===== config.mk =====
export PLATFORM = sky130hd
export DESIGN_NAME = pulse_phase_detector_decoder
export DESIGN_NICKNAME = d
export VERILOG_FILES = /design/src/pdd_pkg.sv /design/src/pulse_phase_detector_decoder.sv /design/src/pdd_count_mem.sv /design/src/pdd_corr.sv /design/src/pdd_pulse_dec.sv
export SDC_FILE = /design/constraint.sdc
export NUM_CORES = 2
export LEC_CHECK = 0
export BUFFER_PORTS_ARGS = -buffer_cell sky130_fd_sc_hd__buf_2
export CORE_MARGIN = 8
export CORE_UTILIZATION = 55
export CTS_BUF_LIST = sky130_fd_sc_hd__clkbuf_8
export DETAILED_ROUTE_END_ITERATION = 12
export HOLD_SLACK_MARGIN = 0.02
export PLACE_DENSITY = 0.74
export SLEW_MARGIN = 25
export SYNTH_ARGS = -nofsm -noshare
export SYNTH_HDL_FRONTEND = slang
export SYNTH_SLANG_ARGS = --single-unit

===== constraint.sdc =====
create_clock -name clk -period 14.98 [get_ports clk]
set_input_delay 0.749 -clock clk [delete_from_list [all_inputs] [get_ports clk]]
set_output_delay 0.749 -clock clk [all_outputs]
set_load 0.1 [all_outputs]

===== src/pdd_pkg.sv =====
// Shared types and constants of the pulse phase detector and decoder.
`timescale 1ns / 1ps

package pdd_pkg;

	// Fixed field widths
	localparam int KIND_W  = 2;
	localparam int BIN_W   = 7;
	localparam int COUNT_W = 16;
	localparam int QUAL_W  = 21;
	localparam int SYM_W   = 2;
	localparam int WL_W    = 5;
	localparam int HC_W    = 5;
	localparam int CFG_IDX_W = 1;
	localparam int CFG_DATA_W = 21;

	// Item kinds
	localparam logic [KIND_W-1:0] KIND_HIST   = 2'd0;
	localparam logic [KIND_W-1:0] KIND_EVAL   = 2'd1;
	localparam logic [KIND_W-1:0] KIND_DECODE = 2'd2;

	// Result kinds
	localparam logic RES_PHASE  = 1'b0;
	localparam logic RES_SYMBOL = 1'b1;

	// Register indexes
	localparam logic [CFG_IDX_W-1:0] REG_COUNT_CEILING = 1'd0;
	localparam logic [CFG_IDX_W-1:0] REG_LOCK_MARGIN   = 1'd1;

	// Register reset values
	localparam logic [COUNT_W-1:0] CEILING_RST = 16'd300;
	localparam logic [QUAL_W-1:0]  MARGIN_RST  = 21'd30;

	// Correlation shape: weight 2 on WIN_HI bins, weight 1 up to WIN_ALL bins
	localparam int WIN_HI  = 10;
	localparam int WIN_ALL = 20;

	// Decode window
	localparam int WINDOW_LEN  = 22;
	localparam int HALF_MARK   = 11;
	localparam int HALF_THRESH = 5;
	localparam int NEAR_AFTER  = 10;
	localparam int NEAR_BEFORE = 1;

	// Phase offset that is never accepted as lock
	localparam int REJECT_POS = 53;

	// First half high gives the upper symbol bit
	localparam logic [SYM_W-1:0] SYM_FIRST_HIGH = 2'd2;
	localparam logic [SYM_W-1:0] SYM_FIRST_LOW  = 2'd0;

	// Symbol event from the decoder
	typedef struct packed {
		logic             valid;
		logic [SYM_W-1:0] symbol;
	} pdd_sym_t;

endpackage


===== src/pulse_phase_detector_decoder.sv =====
// Top level of the pulse phase detector and pulse decoder.
//
//  channel  dir  handshake              payload
//  s_axis   in   tvalid/tready          tuser kind, tdata bin_pos, sample_bit
//  m_axis   out  tvalid/tready          tuser result_kind, tdata locked..symbol
//  cfg      in   cfg_valid/cfg_ready    cfg_index, cfg_data
//
// One request at a time. A histogram sample is read, then its bin count
// is written back. A decode sample steps the decoder when taken and, when it
// closes a symbol, moves on to emit the symbol. An evaluate request lasts
// through the correlation walk: BINS + 19 reads for the peak, 20 for the
// noise, one read per cycle on the count memory port.
// Reset clears the count store at once through per-bin valid bits.
// A result waiting in the output register holds only the next result; a new
// request is still taken while it waits. Config is always ready.
`timescale 1ns / 1ps

module pulse_phase_detector_decoder #(
	parameter int BINS = 100
) (
	input  logic                           clk,
	input  logic                           arst_n,
	input  logic                           s_axis_tvalid,
	output logic                           s_axis_tready,
	// [6:0] bin_pos, [7] sample_bit
	input  logic [7:0]                     s_axis_tdata,
	// [1:0] kind
	input  logic [1:0]                     s_axis_tuser,
	output logic                           m_axis_tvalid,
	input  logic                           m_axis_tready,
	// [0] locked, [7:1] phase_index, [28:8] quality, [30:29] symbol, [31] zero
	output logic [31:0]                    m_axis_tdata,
	// [0] result_kind
	output logic [0:0]                     m_axis_tuser,
	input  logic                           cfg_valid,
	output logic                           cfg_ready,
	input  logic [pdd_pkg::CFG_IDX_W-1:0]  cfg_index,
	input  logic [pdd_pkg::CFG_DATA_W-1:0] cfg_data
);
	import pdd_pkg::*;

	localparam int IDX_W      = $clog2(BINS);
	localparam int WRAP_STEPS = (128 + BINS - 1) / BINS - 1;

	localparam logic [1:0] S_IDLE    = 2'd0;
	localparam logic [1:0] S_HIST_WR = 2'd1;
	localparam logic [1:0] S_EVAL    = 2'd2;
	localparam logic [1:0] S_EMIT    = 2'd3;

	logic [1:0]         state_q;
	logic               in_acc;
	logic [KIND_W-1:0]  kind;
	logic [BIN_W-1:0]   bin_raw;
	logic [IDX_W-1:0]   bin;
	logic               sample_bit;

	logic [COUNT_W-1:0] ceiling_q;
	logic [QUAL_W-1:0]  margin_q;
	logic [IDX_W-1:0]   last_bin_q;
	logic [IDX_W-1:0]   found_phase_q;
	logic [IDX_W-1:0]   hist_bin_q;
	logic               hist_bit_q;

	logic               mem_rd_en;
	logic [IDX_W-1:0]   mem_rd_addr;
	logic [COUNT_W-1:0] mem_rd_data;
	logic               mem_wr_en;
	logic [COUNT_W-1:0] count_new;

	logic               corr_start;
	logic               corr_rd_en;
	logic [IDX_W-1:0]   corr_rd_addr;
	logic               corr_done;
	logic [IDX_W-1:0]   corr_phase;
	logic [QUAL_W-1:0]  corr_quality;
	logic [IDX_W:0]     lock_dist;
	logic               corr_locked;

	pdd_sym_t           sym;

	logic               res_kind_q;
	logic               res_locked_q;
	logic [IDX_W-1:0]   res_phase_q;
	logic [QUAL_W-1:0]  res_quality_q;
	logic [SYM_W-1:0]   res_symbol_q;

	logic               out_valid_q;
	logic               out_kind_q;
	logic               out_locked_q;
	logic [BIN_W-1:0]   out_phase_q;
	logic [QUAL_W-1:0]  out_quality_q;
	logic [SYM_W-1:0]   out_symbol_q;
	logic               out_free;

	// Input unpack and bin reduction
	assign kind       = s_axis_tuser;
	assign bin_raw    = s_axis_tdata[6:0];
	assign sample_bit = s_axis_tdata[7];

	always_comb begin
		logic [BIN_W-1:0] v;
		v = bin_raw;
		for (int k = 0; k < WRAP_STEPS; k++) begin
			if (v >= BIN_W'(BINS)) begin
				v = v - BIN_W'(BINS);
			end
		end
		bin = v[IDX_W-1:0];
	end

	assign s_axis_tready = (state_q == S_IDLE);
	assign in_acc        = s_axis_tvalid && s_axis_tready;
	assign corr_start    = in_acc && (kind == KIND_EVAL);

	// Config registers
	assign cfg_ready = 1'b1;

	always_ff @(posedge clk or negedge arst_n) begin
		if (!arst_n) begin
			ceiling_q <= CEILING_RST;
			margin_q  <= MARGIN_RST;
		end else if (cfg_valid && cfg_ready) begin
			unique case (cfg_index)
				REG_COUNT_CEILING: ceiling_q <= cfg_data[COUNT_W-1:0];
				REG_LOCK_MARGIN:   margin_q  <= cfg_data[QUAL_W-1:0];
				default: ;
			endcase
		end
	end

	// Count memory access: histogram read-modify-write or correlation walk
	assign mem_rd_en   = corr_rd_en || (in_acc && (kind == KIND_HIST));
	assign mem_rd_addr = corr_rd_en ? corr_rd_addr : bin;
	assign mem_wr_en   = (state_q == S_HIST_WR);

	always_comb begin
		count_new = mem_rd_data;
		if (hist_bit_q) begin
			if (mem_rd_data < ceiling_q) begin
				count_new = mem_rd_data + 1'b1;
			end
		end else if (mem_rd_data != '0) begin
			count_new = mem_rd_data - 1'b1;
		end
	end

	pdd_count_mem #(
		.DEPTH (BINS),
		.IDX_W (IDX_W)
	) u_mem (
		.clk     (clk),
		.arst_n  (arst_n),
		.rd_en   (mem_rd_en),
		.rd_addr (mem_rd_addr),
		.rd_data (mem_rd_data),
		.wr_en   (mem_wr_en),
		.wr_addr (hist_bin_q),
		.wr_data (count_new)
	);

	pdd_corr #(
		.BINS  (BINS),
		.IDX_W (IDX_W)
	) u_corr (
		.clk     (clk),
		.arst_n  (arst_n),
		.start   (corr_start),
		.rd_en   (corr_rd_en),
		.rd_addr (corr_rd_addr),
		.rd_data (mem_rd_data),
		.done    (corr_done),
		.phase   (corr_phase),
		.quality (corr_quality)
	);

	pdd_pulse_dec #(
		.BINS  (BINS),
		.IDX_W (IDX_W)
	) u_dec (
		.clk        (clk),
		.arst_n     (arst_n),
		.step       (in_acc && (kind == KIND_DECODE)),
		.bin        (bin),
		.sample_bit (sample_bit),
		.phase      (found_phase_q),
		.sym        (sym)
	);

	// Lock: enough margin and the last bin not at the rejected offset
	always_comb begin
		lock_dist = (last_bin_q >= corr_phase) ?
			((IDX_W+1)'(last_bin_q) - (IDX_W+1)'(corr_phase)) :
			((IDX_W+1)'(last_bin_q) + (IDX_W+1)'(BINS) - (IDX_W+1)'(corr_phase));
		corr_locked = (corr_quality >= margin_q) &&
			(BIN_W'(lock_dist) != BIN_W'(REJECT_POS));
	end

	assign out_free = !out_valid_q || m_axis_tready;

	// Payload registers
	always_ff @(posedge clk) begin
		if (in_acc && (kind == KIND_HIST)) begin
			hist_bin_q <= bin;
			hist_bit_q <= sample_bit;
		end
		if (corr_done) begin
			res_kind_q    <= RES_PHASE;
			res_locked_q  <= corr_locked;
			res_phase_q   <= corr_phase;
			res_quality_q <= corr_quality;
			res_symbol_q  <= '0;
		end else if (sym.valid) begin
			res_kind_q    <= RES_SYMBOL;
			res_locked_q  <= 1'b0;
			res_phase_q   <= '0;
			res_quality_q <= '0;
			res_symbol_q  <= sym.symbol;
		end
		if ((state_q == S_EMIT) && out_free) begin
			out_kind_q    <= res_kind_q;
			out_locked_q  <= res_locked_q;
			out_phase_q   <= BIN_W'(res_phase_q);
			out_quality_q <= res_quality_q;
			out_symbol_q  <= res_symbol_q;
		end
	end

	// Control: sequencer, scalar state, output valid
	always_ff @(posedge clk or negedge arst_n) begin
		if (!arst_n) begin
			state_q       <= S_IDLE;
			last_bin_q    <= '0;
			found_phase_q <= '0;
			out_valid_q   <= 1'b0;
		end else begin
			// a new result replaces the one taken downstream in the same cycle
			if ((state_q == S_EMIT) && out_free) begin
				out_valid_q <= 1'b1;
			end else if (m_axis_tvalid && m_axis_tready) begin
				out_valid_q <= 1'b0;
			end
			unique case (state_q)
				S_IDLE: begin
					if (in_acc) begin
						unique case (kind)
							KIND_HIST: begin
								last_bin_q <= bin;
								state_q    <= S_HIST_WR;
							end
							KIND_EVAL: begin
								state_q <= S_EVAL;
							end
							KIND_DECODE: begin
								last_bin_q <= bin;
								if (sym.valid) begin
									state_q <= S_EMIT;
								end
							end
							default: ;
						endcase
					end
				end
				S_HIST_WR: begin
					state_q <= S_IDLE;
				end
				S_EVAL: begin
					if (corr_done) begin
						found_phase_q <= corr_phase;
						state_q       <= S_EMIT;
					end
				end
				S_EMIT: begin
					if (out_free) begin
						state_q <= S_IDLE;
					end
				end
				default: state_q <= S_IDLE;
			endcase
		end
	end

	// Output pack
	assign m_axis_tvalid = out_valid_q;
	assign m_axis_tuser  = out_kind_q;
	assign m_axis_tdata  = {1'b0, out_symbol_q, out_quality_q, out_phase_q, out_locked_q};

	// Checks
	a_done_in_eval: assert property (@(posedge clk) disable iff (!arst_n)
		corr_done |-> (state_q == S_EVAL))
		else $error("correlation finished outside evaluation");

	a_walk_in_eval: assert property (@(posedge clk) disable iff (!arst_n)
		corr_rd_en |-> (state_q == S_EVAL) && !mem_wr_en)
		else $error("correlation read outside evaluation");

	a_hist_wb: assert property (@(posedge clk) disable iff (!arst_n)
		(in_acc && (kind == KIND_HIST)) |=> mem_wr_en && (hist_bin_q == $past(bin)))
		else $error("histogram request not written back");

	a_emit_keeps: assert property (@(posedge clk) disable iff (!arst_n)
		(state_q == S_EMIT) && !out_free |=> (state_q == S_EMIT) && out_valid_q)
		else $error("pending result dropped");

endmodule


===== src/pdd_count_mem.sv =====
// Bin count memory: one write port, one registered read port, per-entry valid bits.
`timescale 1ns / 1ps

module pdd_count_mem #(
	parameter int DEPTH = 100,
	parameter int IDX_W = 7
) (
	input  logic                        clk,
	input  logic                        arst_n,
	input  logic                        rd_en,
	input  logic [IDX_W-1:0]            rd_addr,
	output logic [pdd_pkg::COUNT_W-1:0] rd_data,
	input  logic                        wr_en,
	input  logic [IDX_W-1:0]            wr_addr,
	input  logic [pdd_pkg::COUNT_W-1:0] wr_data
);
	import pdd_pkg::*;

	logic [COUNT_W-1:0] mem [DEPTH];
	logic [DEPTH-1:0]   vld_q;
	logic [COUNT_W-1:0] rd_data_q;
	logic               rd_vld_q;

	// Storage array
	always_ff @(posedge clk) begin
		if (wr_en) begin
			mem[wr_addr] <= wr_data;
		end
		if (rd_en) begin
			rd_data_q <= mem[rd_addr];
		end
	end

	// Valid bits: an entry never written reads as zero
	always_ff @(posedge clk or negedge arst_n) begin
		if (!arst_n) begin
			vld_q    <= '0;
			rd_vld_q <= 1'b0;
		end else begin
			if (wr_en) begin
				vld_q[wr_addr] <= 1'b1;
			end
			if (rd_en) begin
				rd_vld_q <= vld_q[rd_addr];
			end
		end
	end

	assign rd_data = rd_vld_q ? rd_data_q : '0;

endmodule


===== src/pdd_corr.sv =====
// Correlation walk over the count memory: peak search, then noise sum.
`timescale 1ns / 1ps

module pdd_corr #(
	parameter int BINS  = 100,
	parameter int IDX_W = 7
) (
	input  logic                        clk,
	input  logic                        arst_n,
	input  logic                        start,
	output logic                        rd_en,
	output logic [IDX_W-1:0]            rd_addr,
	input  logic [pdd_pkg::COUNT_W-1:0] rd_data,
	output logic                        done,
	output logic [IDX_W-1:0]            phase,
	output logic [pdd_pkg::QUAL_W-1:0]  quality
);
	import pdd_pkg::*;

	localparam int PEAK_LEN  = BINS + WIN_ALL - 1;
	localparam int NOISE_LEN = WIN_ALL;
	localparam int CNT_W     = $clog2(BINS + WIN_ALL);
	localparam int SUM_W     = $clog2(2 * BINS);

	localparam logic [1:0] C_IDLE  = 2'd0;
	localparam logic [1:0] C_PEAK  = 2'd1;
	localparam logic [1:0] C_NOISE = 2'd2;
	localparam logic [1:0] C_DONE  = 2'd3;

	logic [1:0]         state_q;
	logic [CNT_W-1:0]   j_q;
	logic [CNT_W-1:0]   base_q;
	logic               issue;
	logic [SUM_W-1:0]   addr_sum;
	logic               rd_vld_s1;
	logic               peak_s1;
	logic [CNT_W-1:0]   j_s1;
	logic [QUAL_W-1:0]  corr_q;
	logic [QUAL_W-1:0]  corr_next;
	logic [COUNT_W-1:0] hist_q [WIN_ALL];
	logic               cmp_vld_s2;
	logic [IDX_W-1:0]   cmp_idx_s2;
	logic [QUAL_W-1:0]  best_q;
	logic [IDX_W-1:0]   best_idx_q;
	logic [QUAL_W-1:0]  quality_q;

	// Read issue and circular address
	always_comb begin
		issue = ((state_q == C_PEAK) && (j_q < CNT_W'(PEAK_LEN))) ||
			((state_q == C_NOISE) && (j_q < CNT_W'(NOISE_LEN)));
		addr_sum = SUM_W'(base_q) + SUM_W'(j_q);
		if (addr_sum >= SUM_W'(BINS)) begin
			addr_sum = addr_sum - SUM_W'(BINS);
		end
	end

	assign rd_en   = issue;
	assign rd_addr = addr_sum[IDX_W-1:0];

	// Accumulate: direct sum over the first window, sliding update after it
	always_comb begin
		if (j_s1 < CNT_W'(WIN_ALL)) begin
			corr_next = ((j_s1 == '0) ? '0 : corr_q) +
				((j_s1 < CNT_W'(WIN_HI)) ? QUAL_W'({rd_data, 1'b0}) : QUAL_W'(rd_data));
		end else begin
			corr_next = corr_q + QUAL_W'(rd_data) + QUAL_W'(hist_q[WIN_HI-1]) -
				QUAL_W'({hist_q[WIN_ALL-1], 1'b0});
		end
	end

	// Count history for the sliding update
	always_ff @(posedge clk) begin
		if (rd_vld_s1) begin
			hist_q[0] <= rd_data;
			for (int k = 1; k < WIN_ALL; k++) begin
				hist_q[k] <= hist_q[k-1];
			end
			corr_q <= corr_next;
		end
		j_s1       <= j_q;
		peak_s1    <= (state_q == C_PEAK);
		cmp_idx_s2 <= IDX_W'(j_s1 - CNT_W'(WIN_ALL - 1));
	end

	// Sequencer, peak tracking
	always_ff @(posedge clk or negedge arst_n) begin
		if (!arst_n) begin
			state_q    <= C_IDLE;
			j_q        <= '0;
			base_q     <= '0;
			rd_vld_s1  <= 1'b0;
			cmp_vld_s2 <= 1'b0;
			best_q     <= '0;
			best_idx_q <= '0;
			quality_q  <= '0;
		end else begin
			rd_vld_s1  <= issue;
			cmp_vld_s2 <= rd_vld_s1 && peak_s1 && (j_s1 >= CNT_W'(WIN_ALL - 1));
			if (issue) begin
				j_q <= j_q + 1'b1;
			end
			// first maximum wins
			if (cmp_vld_s2 && (corr_q > best_q)) begin
				best_q     <= corr_q;
				best_idx_q <= cmp_idx_s2;
			end
			unique case (state_q)
				C_IDLE: begin
					if (start) begin
						j_q        <= '0;
						base_q     <= '0;
						best_q     <= '0;
						best_idx_q <= '0;
						state_q    <= C_PEAK;
					end
				end
				C_PEAK: begin
					if ((j_q == CNT_W'(PEAK_LEN)) && !rd_vld_s1 && !cmp_vld_s2) begin
						j_q     <= '0;
						base_q  <= CNT_W'(best_idx_q) + CNT_W'(WIN_ALL);
						state_q <= C_NOISE;
					end
				end
				C_NOISE: begin
					if ((j_q == CNT_W'(NOISE_LEN)) && !rd_vld_s1) begin
						quality_q <= best_q - corr_q;
						state_q   <= C_DONE;
					end
				end
				C_DONE: begin
					state_q <= C_IDLE;
				end
				default: state_q <= C_IDLE;
			endcase
		end
	end

	assign done    = (state_q == C_DONE);
	assign phase   = best_idx_q;
	assign quality = quality_q;

endmodule


===== src/pdd_pulse_dec.sv =====
// Pulse decoder: window near the phase, high counts per half, symbol out.
`timescale 1ns / 1ps

module pdd_pulse_dec #(
	parameter int BINS  = 100,
	parameter int IDX_W = 7
) (
	input  logic                clk,
	input  logic                arst_n,
	input  logic                step,
	input  logic [IDX_W-1:0]    bin,
	input  logic                sample_bit,
	input  logic [IDX_W-1:0]    phase,
	output pdd_pkg::pdd_sym_t   sym
);
	import pdd_pkg::*;

	logic [WL_W-1:0]  wl_q, wl_a, wl_n;
	logic [HC_W-1:0]  hc_q, hc_n;
	logic [SYM_W-1:0] ps_q, ps_n;
	logic [IDX_W:0]   fwd, rev;
	logic             emit;

	// Circular distance of the bin after and before the phase
	always_comb begin
		fwd = (bin >= phase) ? ((IDX_W+1)'(bin) - (IDX_W+1)'(phase)) :
			((IDX_W+1)'(bin) + (IDX_W+1)'(BINS) - (IDX_W+1)'(phase));
		rev = (phase >= bin) ? ((IDX_W+1)'(phase) - (IDX_W+1)'(bin)) :
			((IDX_W+1)'(phase) + (IDX_W+1)'(BINS) - (IDX_W+1)'(bin));
	end

	// Window step
	always_comb begin
		wl_a = wl_q;
		if ((wl_q == '0) && ((fwd <= (IDX_W+1)'(NEAR_AFTER)) ||
				(rev <= (IDX_W+1)'(NEAR_BEFORE)))) begin
			wl_a = WL_W'(WINDOW_LEN);
		end
		wl_n = wl_a;
		hc_n = hc_q;
		ps_n = ps_q;
		emit = 1'b0;
		if (wl_a != '0) begin
			wl_n = wl_a - 1'b1;
			hc_n = hc_q + HC_W'(sample_bit);
			if (wl_n == WL_W'(HALF_MARK)) begin
				ps_n = (hc_n > HC_W'(HALF_THRESH)) ? SYM_FIRST_HIGH : SYM_FIRST_LOW;
				hc_n = '0;
			end else if (wl_n == '0) begin
				ps_n = ps_q + SYM_W'(hc_n > HC_W'(HALF_THRESH));
				hc_n = '0;
				emit = 1'b1;
			end
		end
	end

	always_ff @(posedge clk or negedge arst_n) begin
		if (!arst_n) begin
			wl_q <= '0;
			hc_q <= '0;
			ps_q <= '0;
		end else if (step) begin
			wl_q <= wl_n;
			hc_q <= hc_n;
			ps_q <= ps_n;
		end
	end

	assign sym.valid  = step && emit;
	assign sym.symbol = ps_n;

endmodule


# [Word level (Yosys, flattened, before mapping)]
# Memory sizes are Yosys's and may differ from the RTL's. A register that Yosys moved wholly into a read port is not among the register bits.
# Index checks and enable logic that the tools add are counted.
[totals] register_bits=342 mem_bits_rw=1920 out_inout_bits=36 word_cells=212 n_memories=2
[classes] add_sub_neg=25 order_cmp=19 eq_ne=20 mux=63 n_bitwise=2 reduce_logical=46
[memory_table] memory="u_mem.mem" words=100 width=16 read_ports=1 rd_ports_with_merged_regs=1 wr=1 line="pdd_count_mem.sv:19" text="logic [COUNT_W-1:0] mem [DEPTH];"
[memory_table] memory="u_corr.hist_q" words=20 width=16 read_ports=20 rd_ports_with_merged_regs=0 wr=20 line="pdd_corr.sv:40" text="logic [COUNT_W-1:0] hist_q [WIN_ALL];"
[ops] op="two-way mux 21 bit" count=7
[ops] op="OR 100 bit" count=1
[ops] op="two-way mux 7 bit" count=14
[ops] op="two-way mux 16 bit" count=4
[ops] op="adder 21 x 16 -> 21 bit" count=2
[ops] op="one-hot mux 7 bit (2 select lines)" count=2
[ops] op="two-way mux 2 bit" count=11
[ops] op="adder 21 bit" count=1
[ops] op=">= comparator 21 bit" count=1
[ops] op=">= comparator 7 bit" count=3
[ops] op="greater-than comparator 21 bit" count=1
[ops] op="subtractor 21 x 17 -> 21 bit" count=1
[ops] op="subtractor 21 bit" count=1
[ops] op="two-way mux 5 bit" count=4
[ops] op="logical AND 1 bit" count=18
[ops] op="two-way mux 17 bit" count=1
[ops] op="adder 16 x 1 -> 16 bit, second input constant" count=1
[ops] op="adder 7 x 7 -> 8 bit, second input constant" count=2
[ops] op="less-than comparator 16 bit" count=1
[ops] op="less-than comparator 7 x 8 -> 1 bit, second input constant" count=2
[ops] op="two-way mux 8 bit" count=2
[ops] op="one-hot mux 2 bit (4 select lines)" count=2
[ops] op="nonzero test 16 bit" count=1
[ops] op="subtractor 16 x 1 -> 16 bit, second input constant" count=1
[ops] op="48 further kinds" count=91

# [Logic depth before layout (Yosys ltp)]
[logic_depth] depth_word=19 mapped_depth=28 depth_no_buf=28

# [Hierarchy]
# From an unflattened synthesis, not the netlist that was laid out.
[unflattened] hier_cells=5324 area_unflattened_um2=94410.5
[modules_own_cells] module="pdd_count_mem" n_inst=1 cells_each=2991 area_per_inst_um2=66326.1 seq_area_each_um2=51054.0
[modules_own_cells] module="pdd_corr" n_inst=1 cells_each=1415 area_per_inst_um2=18818.0 seq_area_each_um2=12216.7
[modules_own_cells] module="pulse_phase_detector_decoder" n_inst=1 cells_each=614 area_per_inst_um2=6831.6 seq_area_each_um2=3493.4
[modules_own_cells] module="pdd_pulse_dec" n_inst=1 cells_each=304 area_per_inst_um2=2434.8 seq_area_each_um2=300.3

# [Worst setup path before layout]
# No wires, ideal clock.
[synth_timing] path_kind="register -> register" from="register u_corr.rd_vld_s1" to="register u_corr.quality_q[20] (netlist: u_corr.quality[20])" setup_time_ns=0.136 t_arrival_ns=9.142 required_ns=14.844 setup_slack_ns=5.701 path_stages_with_launch=7 path_buffers=0 synth_period_minus_slack_ns=9.279 path_cell_list="dfrtp_1 nor4bb_1 nand4_1 nor4b_1 a21oi_1 o21ai_0 or3b_2"
[synth_between] elab_chain_cells=3
[synth_lines] element="from (decl)" line="pdd_corr.sv:35" text="logic rd_vld_s1;"
[synth_lines] element="from (signal assigned)" line="pdd_corr.sv:97" text="rd_vld_s1 <= issue;"
[synth_lines] element="zero test 1 bit" line="pdd_corr.sv:125" text="if ((j_q == CNT_W'(NOISE_LEN)) && !rd_vld_s1) begin"
[synth_lines] element="logical AND 1 bit" line="pdd_corr.sv:125"
[synth_lines] element="AND reduction 2 bit (no line)"
[synth_lines] element="to (signal assigned)" line="pdd_corr.sv:126" text="quality_q <= best_q - corr_q;"
[synth_lines] element="to (decl)" line="pdd_corr.sv:45" text="logic [QUAL_W-1:0] quality_q;"
# No other way between the ends.
# A chain may end at the register's enable or synchronous reset.

# [Final worst setup path]
[layout_timing] from="register u_corr.j_q[1]" to="register u_mem.rd_data_q[8], read port of u_mem.mem (data pin)"
[layout_between] elab_chain_cells=4 elab_cells_between_ends=11 classes_between="add/sub (2); order compare (3); mux (2); reduce/logical (4)"
[layout_lines] element="from (decl)" line="pdd_corr.sv:31" text="logic [CNT_W-1:0] j_q;"
[layout_lines] element="from (signal assigned)" line="pdd_corr.sv:100" text="j_q <= j_q + 1'b1;"
[layout_lines] element="adder 7 x 7 -> 8 bit, or another cell as far along" line="pdd_corr.sv:51" text="addr_sum = SUM_W'(base_q) + SUM_W'(j_q);"
[layout_lines] element="subtractor 7 bit, or another cell as far along" line="pdd_corr.sv:53" text="addr_sum = addr_sum - SUM_W'(BINS);"
[layout_lines] element="two-way mux 7 bit / logical OR 1 bit (equally long branches)" line="pdd_corr.sv:52, pdd_corr.sv:49"
[layout_lines] element="two-way mux 7 bit / logical OR 1 bit (equally long branches)" line="pulse_phase_detector_decoder.sv:133, pulse_phase_detector_decoder.sv:132"
[layout_lines] element="to (decl)" line="pdd_count_mem.sv:21" text="logic [COUNT_W-1:0] rd_data_q;"
# Parallel ways exist; a longest one is shown, timed or not.

==> summary.md <==
| Metric | Value |
|---|---|
| Run status | completed |
| Switching fraction of total power | 29.11% |
| Post-route worst setup slack | 7.229 ns |
| Reported net switching power | 4.474 mW |
| Number of detailed-routing iterations run before antenna repair | 8 |
| Wirelength, routed | 254700 um |
| Initial core utilization | 55.19% |
| Clk_lat worst skew | 1.08 ns |
| Top cell type by total area after synthesis | sky130_fd_sc_hd__edfxtp_1 |
| Average detailed-routed wire length per instance | 25.48 um |
| Antenna violations before repair | 5 |
| Die X-Extent | 433.2 um |
| Area of the core | 173400 um2 |
| Vias in the first global route | 60047 |
| IR Drop Worst-Case VDD | 0.1237 mV |
| CP endpoint kind | flip-flop |
| Post-CTS resize count | 0 |
| Number of CTS-inserted buffers | 372 |
| Worst Skew | 0.1010 ns |
| Number of flip-flops and latches in the synthesized netlist | 2278 |
| Leakage Power | 39.53 nW |
| Critical path peak fanout | 166 |
| Weighted congestion reported at the end of routability-driven placement | 0.9045 |
| Wire length of the first global-routing pass | 377700 um |
| Dpl ws | 7.395 ns |
| Number of H-tree levels | 5 |
| Placed cell area | 99170 um2 |
| Tcrit/Tclk final | 51.74% |
| Data arrival time of the critical path | 8.63 ns |
| Number of maximum-capacitance constraint violations | 0 |
| Cell total after placement | 9302 |
| Setup repair after global routing missed its margin | no |
| Share of async-settable or async-resettable flops after synthesis | 10.27% |
| Final count of pins violating max slew | 0 |
| Via total after detailed routing | 61943 |
| Placed wire-length estimate after detailed placement | 152000 um |
| TritonCTS clock tree | built |
| Syn_nets | 7356 |
| Cell area after technology mapping | 95720 um2 |
| Critical path class | flip-flop to flip-flop |
| Area of all placed cells without fillers | 106200 um2 |
| Number of buffers inserted by hold repair at cts | 26 |
| Rows | 153 |
| Share of the synthesized area in the top cell type | 63.56% |
| Dominant cells by area after synthesis | sky130_fd_sc_hd__edfxtp_1, sky130_fd_sc_hd__dfrtp_1, sky130_fd_sc_hd__nand2_1 |
| Final nets | 7631 |
| Ports placed on the boundary | 73 |
| Post-Synthesis Cells | 7104 |
| Remaining design rule violation count | 0 |
| FMAX | 129.0 MHz |
| Final core utilization | 61.22% |
| PD cells | 144.7 nW/um2 |
| Number of synthesized flops with an enable pin | 2026 |
| Register clock-pin slew on the reported worst setup and hold paths | 0.06 ns |
| Hold crit path type | input port to flip-flop |
| FILL cells | 12794 |
| Top flip-flop cell by instance count after synthesis | sky130_fd_sc_hd__edfxtp_1 |
| Internal power summed over all cells | 10.89 mW |
| Combined global-route utilization of all metal layers | 26.46% |
| Sequential Power Share | 50.7% |
| Clock tree root driver cell | sky130_fd_sc_hd__clkbuf_8 |
| Layout cells sized above 1 | 12.54% |
| Post-Synthesis Mean Instance Area | 13.47 um2 |
| Worst-Margin Slew | 1.112 ns |
| Number of warnings reported in the yosys synthesis log | 0 |
| Power share of the combinational group | 17.2% |
| Critical Path Source Type | flip-flop |
| Max Root-Sink Buffers | 4 |
| Crit path required time | 15.86 ns |
| CTS Sinks | 2278 |
| Syn-to-layout area delta | 10.94% |
| Number of buffers inserted to repair setup after CTS | 0 |
| Worst rel slew slack | 25.71% |
| Final hold vios | 0 |
| Share of synthesized area occupied by flip-flops and latches | 70.07% |
| Input/output buffers | 70 |
| Final Critical Period | 7.751 ns |
| Residual antenna-violating net count after detailed routing | 0 |
| Final number of setup-violating endpoints | 0 |
| Power share of the clock group | 32.0% |
| Non-filler instance count after layout | 9995 |
| Total congestion overflow after global routing | 0 |
| Floorplan die area | 187600 um2 |
| Distinct cell type count after synthesis | 91 |
| DRC marker count from the first detailed-route iteration | 7809 |
| Vias per inst | 6.197 |
| Die Span Y | 433.2 um |
| Maximum number of pins on one net before global-route repair | 205 |
| Setup TNS | 0 ns |
cells in the mapped netlist (15+ instances only):
cell                        number
sky130_fd_sc_hd__nand3b_1       31
sky130_fd_sc_hd__xor2_1         34
sky130_fd_sc_hd__nor2_1        213
sky130_fd_sc_hd__fa_1           47
sky130_fd_sc_hd__mux4_2         33
sky130_fd_sc_hd__mux2_2         46
sky130_fd_sc_hd__o22ai_1        16
sky130_fd_sc_hd__a21oi_1       142
sky130_fd_sc_hd__o221ai_1       16
sky130_fd_sc_hd__xnor2_1        63
sky130_fd_sc_hd__a221oi_1       16
sky130_fd_sc_hd__o31ai_1        15
sky130_fd_sc_hd__a21o_1         19
sky130_fd_sc_hd__and2_1         36
sky130_fd_sc_hd__a41oi_1       114
sky130_fd_sc_hd__inv_1         285
sky130_fd_sc_hd__buf_2          85
sky130_fd_sc_hd__a32oi_1        19
sky130_fd_sc_hd__or3_1          18
sky130_fd_sc_hd__nor2b_1        28
sky130_fd_sc_hd__o21a_1         18
sky130_fd_sc_hd__o2111ai_1      18
sky130_fd_sc_hd__mux2_1         40
sky130_fd_sc_hd__nand4_1        33
sky130_fd_sc_hd__dfxtp_1        18
sky130_fd_sc_hd__clkbuf_1      226
sky130_fd_sc_hd__a211oi_1      131
sky130_fd_sc_hd__edfxtp_1     2026
sky130_fd_sc_hd__nand3_1       551
sky130_fd_sc_hd__nand2_1      1342
sky130_fd_sc_hd__ha_1          168
sky130_fd_sc_hd__or2_2         104
sky130_fd_sc_hd__mux2i_1       202
sky130_fd_sc_hd__and3_1         22
sky130_fd_sc_hd__o21ai_0       171
sky130_fd_sc_hd__nor3_1         45
sky130_fd_sc_hd__nor4_1         20
sky130_fd_sc_hd__a311oi_1       83
sky130_fd_sc_hd__a21boi_0       21
sky130_fd_sc_hd__buf_1          65
sky130_fd_sc_hd__a31oi_1        96
sky130_fd_sc_hd__nand2b_1       16
sky130_fd_sc_hd__dfrtp_1       226
state kept, by name, indices dropped and copies added (netlist names), 16 cells and up:
register         cells
ceiling_q           16
res_quality_q       21
u_corr.hist_q      320
margin_q            21
out_quality_q       21
u_mem.mem         1600
u_corr.corr_q       21
u_corr.best_q       21
u_corr.quality      21
u_mem.vld_q        100
u_mem.rd_data_q     16
logic make-up (layout without fill, tap and decap cells):
kind of cell | Yosys count | after routing | synth area share [%]
other | 2 | 7 | 0.007846
DFF | 2278 | 2278 | 70.07
adders and majority gates | 217 | 217 | 3.200
AOI/OAI and AO/OA | 1020 | 1020 | 7.527
buffers and inverters | 678 | 1239 | 2.872
muxes | 321 | 321 | 3.901
xor gates and xnor gates | 97 | 97 | 0.8876
and+or+nand+nor | 2491 | 2491 | 11.54
critical path, cell delays in order (launching register included):
cell and delay, ns:
sky130_fd_sc_hd__dfrtp_1 0.46, sky130_fd_sc_hd__ha_1 0.32, sky130_fd_sc_hd__a211oi_1 0.33, sky130_fd_sc_hd__nor2_1 0.10, sky130_fd_sc_hd__xnor2_1 0.31, sky130_fd_sc_hd__ha_1 0.20
sky130_fd_sc_hd__nand2b_1 0.06, sky130_fd_sc_hd__o221a_1 0.32, sky130_fd_sc_hd__o221ai_4 0.16, sky130_fd_sc_hd__buf_4 0.43, sky130_fd_sc_hd__and4_4 0.73, sky130_fd_sc_hd__buf_12 0.63
sky130_fd_sc_hd__buf_12 0.56, sky130_fd_sc_hd__buf_4 0.78, sky130_fd_sc_hd__mux2i_1 0.17, sky130_fd_sc_hd__a221oi_1 0.36, sky130_fd_sc_hd__a31oi_1 0.08, sky130_fd_sc_hd__nor3_1 0.60
sky130_fd_sc_hd__a211oi_1 0.13, sky130_fd_sc_hd__a22oi_1 0.24
cell usage in the layout, fill, tap and decap left out, types with 40 or more instances in the layout:
| cell | instances |
|---|---|
| sky130_fd_sc_hd__mux2_1 | 40 |
| sky130_fd_sc_hd__clkinv_1 | 68 |
| sky130_fd_sc_hd__buf_4 | 182 |
| sky130_fd_sc_hd__a41oi_1 | 114 |
| sky130_fd_sc_hd__nand3_1 | 551 |
| sky130_fd_sc_hd__nor2_1 | 206 |
| sky130_fd_sc_hd__xnor2_1 | 53 |
| sky130_fd_sc_hd__mux2i_1 | 202 |
| sky130_fd_sc_hd__a311oi_1 | 83 |
| sky130_fd_sc_hd__buf_2 | 69 |
| sky130_fd_sc_hd__inv_1 | 441 |
| sky130_fd_sc_hd__ha_1 | 168 |
| sky130_fd_sc_hd__clkbuf_8 | 395 |
| sky130_fd_sc_hd__dfrtp_1 | 225 |
| sky130_fd_sc_hd__a31oi_1 | 91 |
| sky130_fd_sc_hd__edfxtp_1 | 2026 |
| sky130_fd_sc_hd__o21ai_0 | 170 |
| sky130_fd_sc_hd__fa_1 | 47 |
| sky130_fd_sc_hd__nand2_1 | 1339 |
| sky130_fd_sc_hd__a211oi_1 | 131 |
| sky130_fd_sc_hd__a21oi_1 | 140 |
| sky130_fd_sc_hd__or2_2 | 104 |
| sky130_fd_sc_hd__mux2_2 | 46 |
power groups by stage:
stage	clock network [mW]	registers, mW	logic, mW
finish	4.92	7.80	2.65
detailed placement	0	7.92	2.58
CTS	4.97	7.79	2.60
floorplan	0	8.11	1.44
global route	5.25	7.80	2.80
global placement	0	7.92	2.50
through the flow:
| step | hold WS (ns) | power (mW) |
|---|---|---|
| after detailed placement | 0.4045 | 10.51 |
| after CTS | 0.09264 | 15.37 |
| after global placement | 0.4005 | 10.43 |
| after floorplan | 0.4003 | 9.552 |
| final | 0.1972 | 15.37 |
| after global routing | 0.1485 | 15.86 |
worst paths after layout:
path,to,cells past startpoint,from,slack [ns]
max in group asynchronous,u_mem.vld_q[64],5,arst_n,12.53
min reg2reg,u_corr.hist_q[4][32],0,u_corr.hist_q[4][16],0.35
min,last_bin_q[6],3,s_axis_tdata[5],0.20
min in group asynchronous,found_phase_q[2],2,arst_n,0.22
max reg2reg,u_mem.rd_data_q[8],19,u_corr.j_q[1],7.23
max,u_mem.rd_data_q[8],19,u_corr.j_q[1],7.23
cell type report:
cell class	count	area [um2]	share of cell area (%)
clock inverter	265	1229	1.157
multi-input combinational	4148	26210	24.68
antenna	5	12.51	0.01178
timing repair buffer	292	2247	2.116
clock buffer	395	5436	5.120
sequential	2278	67070	63.16
tap	2325	2909	2.740
inverter	287	1077	1.015
layer usage:
layer	GRT usage, %	wire length [um]	share of wire, %	vias to the layer above
li1	-	-	-	26947
met1	35.81	96900	38	30313
met2	40.12	114500	45	3924
met3	6.727	29530	12	757
met4	13.25	13730	5.4	2
met5	0	13	0.0051	-
(Power assumes the default switching activity.)
